--- config.mk ---
export PLATFORM = sky130hd
export DESIGN_NAME = euler_number_bit_quad_top
export DESIGN_NICKNAME = d
export VERILOG_FILES = /design/src/ebq_pkg.sv /design/src/euler_number_bit_quad_top.sv
export VERILOG_INCLUDE_DIRS = /design/src /design/src/src
export SDC_FILE = /design/constraint.sdc
export NUM_CORES = 2
export LEC_CHECK = 0
export ABC_AREA = 1
export BUFFER_PORTS_ARGS = -buffer_cell sky130_fd_sc_hd__buf_2
export CAP_MARGIN = 20
export CORE_MARGIN = 1.5
export CORE_UTILIZATION = 40
export CTS_CLUSTER_DIAMETER = 80
export DETAILED_ROUTE_END_ITERATION = 10
export GPL_ROUTABILITY_DRIVEN = 0
export MAX_ROUTING_LAYER = met4
export SKIP_LAST_GASP = 1
export SYNTH_ARGS = -nofsm -noshare
export SYNTH_HDL_FRONTEND = slang
export SYNTH_SLANG_ARGS = --single-unit
--- constraint.sdc ---
create_clock -name clk -period 5.48 [get_ports clk]
set_input_delay 0.274 -clock clk [delete_from_list [all_inputs] [get_ports clk]]
set_output_delay 0.274 -clock clk [all_outputs]
set_load 0.05 [all_outputs]
--- src/euler_number_bit_quad_top_defines.svh ---
// Assertion macros for the bit-quad Euler number block.
// Included by euler_number_bit_quad_top.sv; no other dependencies.
`ifndef EULER_NUMBER_BIT_QUAD_TOP_DEFINES_SVH
`define EULER_NUMBER_BIT_QUAD_TOP_DEFINES_SVH

`ifndef SYNTHESIS
// Clocked assertion with an explicit clock and active-low reset
`define EBQ_ASSERT_CLK(lbl, clk, rstn, prop, msg) \
    lbl: assert property (@(posedge clk) disable iff (!rstn) prop) else $error(msg);
// Same on the block's own clk and rst_n
`define EBQ_ASSERT(lbl, prop, msg) `EBQ_ASSERT_CLK(lbl, clk, rst_n, prop, msg)
`else
`define EBQ_ASSERT_CLK(lbl, clk, rstn, prop, msg)
`define EBQ_ASSERT(lbl, prop, msg)
`endif

`endif

--- src/ebq_pkg.sv ---
// Shared constants and types for the bit-quad Euler number block.
// No dependencies; imported by euler_number_bit_quad_top.
package ebq_pkg;

    // Port widths
    localparam int S_TDATA_W   = 8;
    localparam int M_TDATA_W   = 24;
    localparam int CFG_DATA_W  = 11;
    localparam int CFG_INDEX_W = 1;

    // Counter and result widths
    localparam int CNT_W   = 20;
    localparam int RES_W   = 20;
    localparam int SUM_W   = 23;

    // Register reset values
    localparam logic [CFG_DATA_W-1:0] IMAGE_WIDTH_RESET = 11'd1024;
    localparam logic                  CONN_EIGHT_RESET  = 1'b1;

    // Register indexes
    typedef enum logic [CFG_INDEX_W-1:0] {
        REG_IMAGE_WIDTH  = 1'b0,
        REG_CONNECTIVITY = 1'b1
    } cfg_index_t;

    // Per-pixel control carried from the accept stage to the quad stage
    typedef struct packed {
        logic valid;
        logic pixel;
        logic last;
        logic row_end;
        logic count_en;
        logic use_up;
    } quad_ctl_t;

endpackage

--- src/euler_number_bit_quad_top.sv ---
// Bit-quad Euler number of a binary mask streamed in raster order.
// Depends on ebq_pkg.sv and euler_number_bit_quad_top_defines.svh.
`include "euler_number_bit_quad_top_defines.svh"

// The block takes one mask pixel per cycle and returns the Euler number of
// the image on the pixel flagged by s_tlast. The previous row lives in a
// MAX_WIDTH x 1 synchronous RAM that is read and written at the current
// column in the cycle a pixel is accepted; the quad is classified and a
// counter bumped in the following cycle. After each end-of-image pixel
// s_tready drops while the final counts move to the result stage, and
// stays low while those counts wait for a busy output register;
// otherwise the sustained rate is one pixel per cycle, and one finished
// result can wait at the output while the next image streams in. The line
// store has no reset and no clearing pass: each row is written before the
// next row reads it.
module euler_number_bit_quad_top #(
    parameter int MAX_WIDTH = 1024
) (
    input  logic                              clk,
    input  logic                              rst_n,
    // Pixel stream; s_tdata bit 0: pixel, upper bits zero
    input  logic                              s_tvalid,
    output logic                              s_tready,
    input  logic [ebq_pkg::S_TDATA_W-1:0]     s_tdata,
    input  logic                              s_tlast,
    // Result stream; m_tdata bits 19:0: Euler number, upper bits zero
    output logic                              m_tvalid,
    input  logic                              m_tready,
    output logic [ebq_pkg::M_TDATA_W-1:0]     m_tdata,
    // Configuration write port
    input  logic                              cfg_we,
    input  logic [ebq_pkg::CFG_INDEX_W-1:0]   cfg_index,
    input  logic [ebq_pkg::CFG_DATA_W-1:0]    cfg_wdata
);
    import ebq_pkg::*;

    localparam int XW = (MAX_WIDTH > 1) ? $clog2(MAX_WIDTH) : 1;
    localparam int WW = (XW + 1 > CFG_DATA_W) ? XW + 1 : CFG_DATA_W;

    // Configuration registers
    logic [CFG_DATA_W-1:0] image_width_reg;
    logic                  conn_eight_reg;

    // Accept stage state
    logic [XW-1:0] col_reg;
    logic          pfr_reg;

    // Quad stage state
    quad_ctl_t        b_reg;
    quad_ctl_t        b_next;
    logic             up_rd_reg;
    logic             ul_reg;
    logic             lf_reg;
    logic [CNT_W-1:0] single_reg;
    logic [CNT_W-1:0] triple_reg;
    logic [CNT_W-1:0] diag_reg;
    logic [CNT_W-1:0] single_next;
    logic [CNT_W-1:0] triple_next;
    logic [CNT_W-1:0] diag_next;

    // Result stage: final counts of a finished image
    logic             c_valid_reg;
    logic             c_conn_reg;
    logic [CNT_W-1:0] c_single_reg;
    logic [CNT_W-1:0] c_triple_reg;
    logic [CNT_W-1:0] c_diag_reg;

    // Output register
    logic             out_valid_reg;
    logic [RES_W-1:0] out_data_reg;
    logic [RES_W-1:0] result_next;

    // Line store
    logic line_mem [MAX_WIDTH];

    logic          accept;
    logic [WW-1:0] w_eff;
    logic [WW-1:0] x_plus;
    logic          up;
    logic [2:0]    ones;
    logic          out_load;

    cfg_index_t cfg_sel;
    assign cfg_sel = cfg_index_t'(cfg_index);

    // Configuration writes
    always_ff @(posedge clk or negedge rst_n)
    begin
        if (!rst_n)
        begin
            image_width_reg <= IMAGE_WIDTH_RESET;
            conn_eight_reg  <= CONN_EIGHT_RESET;
        end
        else if (cfg_we)
        begin
            case (cfg_sel)
                REG_IMAGE_WIDTH:  image_width_reg <= cfg_wdata;
                REG_CONNECTIVITY: conn_eight_reg  <= cfg_wdata[0];
                default:          ;
            endcase
        end
    end

    // Input pauses while a finished image heads for the result stage
    assign s_tready = !(b_reg.valid && b_reg.last) && !c_valid_reg;
    assign accept   = s_tvalid && s_tready;

    // Active width: zero acts as one, clamp to the line store depth
    always_comb
    begin
        if (image_width_reg == '0)
            w_eff = WW'(1);
        else if (WW'(image_width_reg) > WW'(MAX_WIDTH))
            w_eff = WW'(MAX_WIDTH);
        else
            w_eff = WW'(image_width_reg);
    end

    assign x_plus = WW'(col_reg) + WW'(1);

    always_comb
    begin
        b_next          = '0;
        b_next.valid    = accept;
        b_next.pixel    = s_tdata[0];
        b_next.last     = s_tlast;
        b_next.row_end  = (x_plus >= w_eff);
        b_next.count_en = pfr_reg && (col_reg != '0);
        b_next.use_up   = pfr_reg;
    end

    // Line store: read old value and write new pixel at the same column
    always_ff @(posedge clk)
    begin
        if (accept)
        begin
            up_rd_reg         <= line_mem[col_reg];
            line_mem[col_reg] <= s_tdata[0];
        end
    end

    // Column and row tracking
    always_ff @(posedge clk or negedge rst_n)
    begin
        if (!rst_n)
        begin
            col_reg <= '0;
            pfr_reg <= 1'b0;
            b_reg   <= '0;
        end
        else
        begin
            b_reg <= b_next;
            if (accept)
            begin
                if (s_tlast)
                begin
                    col_reg <= '0;
                    pfr_reg <= 1'b0;
                end
                else if (b_next.row_end)
                begin
                    col_reg <= '0;
                    pfr_reg <= 1'b1;
                end
                else
                begin
                    col_reg <= x_plus[XW-1:0];
                end
            end
        end
    end

    // Quad classification with saturating counters
    assign up   = b_reg.use_up ? up_rd_reg : 1'b0;
    assign ones = 3'(ul_reg) + 3'(up) + 3'(lf_reg) + 3'(b_reg.pixel);

    always_comb
    begin
        single_next = single_reg;
        triple_next = triple_reg;
        diag_next   = diag_reg;
        if (b_reg.valid && b_reg.count_en)
        begin
            if (ones == 3'd1)
            begin
                if (single_reg != '1)
                    single_next = single_reg + CNT_W'(1);
            end
            else if (ones == 3'd3)
            begin
                if (triple_reg != '1)
                    triple_next = triple_reg + CNT_W'(1);
            end
            else if (ones == 3'd2 && ul_reg == b_reg.pixel)
            begin
                if (diag_reg != '1)
                    diag_next = diag_reg + CNT_W'(1);
            end
        end
    end

    always_ff @(posedge clk or negedge rst_n)
    begin
        if (!rst_n)
        begin
            ul_reg     <= 1'b0;
            lf_reg     <= 1'b0;
            single_reg <= '0;
            triple_reg <= '0;
            diag_reg   <= '0;
        end
        else if (b_reg.valid)
        begin
            if (b_reg.last)
            begin
                single_reg <= '0;
                triple_reg <= '0;
                diag_reg   <= '0;
            end
            else
            begin
                single_reg <= single_next;
                triple_reg <= triple_next;
                diag_reg   <= diag_next;
            end
            if (b_reg.last || b_reg.row_end)
            begin
                ul_reg <= 1'b0;
                lf_reg <= 1'b0;
            end
            else
            begin
                ul_reg <= up;
                lf_reg <= b_reg.pixel;
            end
        end
    end

    // Result stage holds the final counts until the output is free
    assign out_load = c_valid_reg && (!out_valid_reg || m_tready);

    always_ff @(posedge clk or negedge rst_n)
    begin
        if (!rst_n)
            c_valid_reg <= 1'b0;
        else if (b_reg.valid && b_reg.last)
            c_valid_reg <= 1'b1;
        else if (out_load)
            c_valid_reg <= 1'b0;
    end

    always_ff @(posedge clk)
    begin
        if (b_reg.valid && b_reg.last)
        begin
            c_single_reg <= single_next;
            c_triple_reg <= triple_next;
            c_diag_reg   <= diag_next;
            c_conn_reg   <= conn_eight_reg;
        end
    end

    // (C1 - C3 +/- 2*Cd) / 4, truncated toward zero, then saturated
    always_comb
    begin
        logic signed [SUM_W-1:0] s;
        logic signed [SUM_W-1:0] d2;
        logic signed [SUM_W-1:0] v;
        logic signed [SUM_W-1:0] q;
        s  = $signed(SUM_W'(c_single_reg)) - $signed(SUM_W'(c_triple_reg));
        d2 = $signed(SUM_W'({c_diag_reg, 1'b0}));
        v  = c_conn_reg ? (s - d2) : (s + d2);
        if (v < 0)
            v = v + SUM_W'(3);
        q = v >>> 2;
        if (q > $signed(SUM_W'({1'b0, {(RES_W-1){1'b1}}})))
            result_next = {1'b0, {(RES_W-1){1'b1}}};
        else if (q < -$signed(SUM_W'({1'b1, {(RES_W-1){1'b0}}})))
            result_next = {1'b1, {(RES_W-1){1'b0}}};
        else
            result_next = q[RES_W-1:0];
    end

    // Output register
    always_ff @(posedge clk or negedge rst_n)
    begin
        if (!rst_n)
            out_valid_reg <= 1'b0;
        else if (out_load)
            out_valid_reg <= 1'b1;
        else if (m_tready)
            out_valid_reg <= 1'b0;
    end

    always_ff @(posedge clk)
    begin
        if (out_load)
            out_data_reg <= result_next;
    end

    assign m_tvalid = out_valid_reg;
    assign m_tdata  = M_TDATA_W'(out_data_reg);

    // Assertions
    `EBQ_ASSERT(a_last_pauses_input, (s_tvalid && s_tready && s_tlast) |=> !s_tready, "input taken right after end of image")
    `EBQ_ASSERT(a_last_reaches_result, (b_reg.valid && b_reg.last) |=> c_valid_reg, "final counts not captured")
    `EBQ_ASSERT(a_row_flag_on_accept, $rose(pfr_reg) |-> $past(accept), "row flag set without a pixel")

endmodule
==> summary.txt <==
Synthesis
  – Yosys cell types: 46
  – Synthesis-stage register bit count: 1,199
  – Post-Syn Area: between 0.05 and 0.06 mm^2
  – Synthesized area per cell: between 9 and 10 um^2
  – Gate Count Post-Synth: 5,963
  – Sequential-to-total area share from yosys stat: 62.6%
  – Yosys warns: 0

Power
  – Seq pwr share: 42.6%
  – Switching power: 7450 uW
  – Leakage: 0.0222 uW
  – Peak supply drop: 0.000301 V
  – Pint: 16,600 uW
  – Pwr dens: 377 mW/mm^2
  – Net Sw Frac: 31.0%
  – Clock share of power: 36.9%
  – Combinational power share: 20.5%

Global route
  – First-pass GRT wire length: 246,000 um
  – Initial antenna violation count: 2
  – GRT Overall Usage: a little under a quarter
  – Overflow left after global routing: 0
  – GR Layer Usage met3: 3.53%
  – Met2 usage: between 30% and 40%
  – GR peak layer: met2
  – Met1 Use GR: 29.6%
  – Number of global-route vias before repair: about 41,000
  – Largest net degree at the start of global routing: 232

Route
  – Average wire per standard cell: 20.6 um
  – Detail Route Antenna Nets: 0
  – Remaining DRCs: 0
  – First drt pass iteration count: 6
  – Vias per std cell: approximately 5.4
  – Vias: 42,700
  – Post-Route WL: 162,000 um
  – Starting DRT DRC Count: 4,457

STA
  – Clock skew: 0.0296 ns
  – Setup violators final: 0
  – Max transition margin: a little under a quarter
  – RSZ-0062 raised after global routing: no
  – Final Critical Period: 4.76 ns
  – Worst-margin pin slew: 1.16 ns
  – Tcrit/Tclk final: 86.9%
  – Fin Setup TNS: 0 ns
  – Fin Hold WS: 0.141 ns
  – Hold Fails Final Rpt: 0
  – Peak Freq: 0.210 GHz
  – Slew Viols, Final: 0

CTS
  – Post_cts resized: 0
  – Number of H-tree levels: 4
  – CTS max path bufs: 3
  – CTS Buf Count: between 100 and 150
  – CTS root buffer: clkbuf_16
  – Worst skew pair latency: just under 0.8 ns
  – Clk pin slew, worst setup/hold paths: 0.06 ns
  – Num Clock Sinks: roughly 1,200
  – CTS tree: yes

Worst hold path
  – Worst min path class: in -> reg

Layout
  – Largest register FFs: about 1,000
  – NumNets Final: 5,940
  – Layout cells sized above 1: under 10%
  – Top reg by flops: line_mem
  – Fin util: about 45%
  – Area Overhead vs Synth: 12.2%

Worst setup path
  – CP dominant cell by count: nand2_1
  – Setup crit end kind: flop
  – CP Launch Type: flop
  – Critical path arrival: 5.27 ns
  – Critical Path RT: 5.99 ns
  – CP max-delay cell: ha_1
  – Crit Path Class: reg -> reg
  – CP max FO: 19
  – CP peak stage delay: 0.38 ns

Die
  – Chip Width: between 300 and 400 um
  – Row count: around 140
  – IO Count: 52
  – Placeable Area: 0.141 mm^2
  – Die area: 0.144 mm^2
  – Starting Density: around two fifths
  – Die H: 380 um

Placement
  – Detailed Place HPWL: 89,000 um
  – Port Buffers: 40

Outcome
  – Result of the run: complete, no violations

Job
  – Reported max-cap violation count: 0
cell usage in the layout (no fill, tap or decap), types with 7 or more instances in the layout:
cell type / instances
inv_2: 12
ha_1: 63
xnor2_1: 17
mux2_2: 9
nor2_4: 8
inv_1: 306
clkinv_2: 18
a21oi_1: 57
buf_12: 16
buf_2: 38
edfxtp_1: 1106
nor4_1: 13
clkinv_1: 31
nand3_1: 106
nor3_1: 47
nand3b_1: 7
nand4_1: 49
xor2_1: 77
dlygate4sd3_1: 19
nand2_1: 841
clkbuf_16: 137
nor2_2: 16
dfrtp_1: 88
buf_4: 76
bufinv_16: 8
o22ai_1: 233
nor2_1: 1733
buf_16: 16
a22o_1: 11
o21ai_0: 641
nand2_2: 46
clkbuf_1: 32
nand3_2: 7
cell type report:
cell class / instances / area, um^2
clock inverter: 72 / 688
multi-input combinational: 4024 / 18500
timing repair buffer: 167 / 1740
fill: 13700 / 77500
inverter: 322 / 1220
sequential: 1199 / 35600
tap: 1890 / 2360
antenna: 1 / 2.50
clock buffer: 173 / 3600
worst max-delay path: cells and delay by family, from the launching register on:
family	cells	cell delay [ns]
compound gates	6	1.26
simple gates	13	1.57
buf+inv	3	0.40
xor+xnor	1	0.18
flops	1	0.37
fa+ha+maj	2	0.70
per-stage QoR:
stage	total power (uW)	cells	cell area, um^2	setup slack [ns]
2_1_floorplan	13700	5966	56800	1.50
4_1_cts	24100	7830	63200	0.727
6_report	24000	7848	63700	0.719
3_3_place_gp	15300	7564	58700	0.829
3_5_place_dp	15300	7566	58800	0.763
5_1_grt	25000	7848	63700	0.194
Yosys cell counts (all sizes together):
library cell | instances | area, um^2
a211oi | 1 | 7.51
a21boi | 1 | 7.51
a21o | 2 | 15.0
a21oi | 62 | 325
a22o | 11 | 96.3
a31oi | 5 | 31.3
buf | 45 | 239
clkbuf | 376 | 1410
clkinv | 4 | 15.0
conb | 1 | 3.75
dfrtp | 91 | 2280
dfstp | 2 | 52.6
edfxtp | 1106 | 33200
fa | 3 | 60.1
ha | 63 | 788
inv | 318 | 1190
mux2 | 9 | 101
nand2 | 888 | 3380
nand3 | 113 | 601
nand3b | 7 | 52.6
nand4 | 49 | 307
nor2 | 1757 | 6640
nor3 | 49 | 250
nor4 | 13 | 81.3
o211ai | 2 | 15.0
o21ai | 646 | 3230
o21bai | 3 | 22.5
o22ai | 233 | 1460
o31ai | 4 | 30.0
o41ai | 1 | 8.76
or2 | 2 | 12.5
or3 | 2 | 12.5
xnor2 | 17 | 149
xor2 | 77 | 674
power by group through the flow:
stage	registers [uW]	logic [uW]	clock network, uW
floorplan	10400	3330	0
global route	10200	5480	9320
finish	10200	4930	8860
CTS	10200	4920	8980
detailed placement	10400	4890	0
global placement	10400	4850	0
timing repair:
item / CTS / global route
buffers inserted: 0 / 0
hold endpoints to repair: 144 / 0
endpoints found under the setup margin: 0 / 0
hold buffers: 19 / 0
worst paths after layout:
kind	slack, ns	depth (start not counted)	start	end
max reg2reg	0.72	25	c_single_reg[4]	out_data_reg[17]
max in group asynchronous	3.40	4	rst_n	col_reg[1]
min	0.14	4	cfg_index	image_width_reg[10]
max	0.72	25	c_single_reg[4]	out_data_reg[17]
min reg2reg	0.42	0	pfr_reg	b_reg[0]
min in group asynchronous	0.51	3	rst_n	diag_reg[8]
cells by family after synthesis:
group                      count (synthesis)  share of synthesized area (%)
AOI/OAI and AO/OA                        971                           9.25
xor gates and xnor gates                  94                           1.45
adders and majority gates                 66                           1.49
buffers and inverters                    743                           5.04
DFF                                     1199                           62.6
muxes                                      9                          0.179
other                                      1                        0.00661
and+or+nand+nor                         2880                           20.0
metal layers:
metal  part of all wire, %  vias up
met5                     0        -
met4                   3.4        0
met3                   7.6      304
met2                    47     1534
met1                    42    21000
li1                      -    19800
No activity file was read; power rests on OpenSTA's default activity.
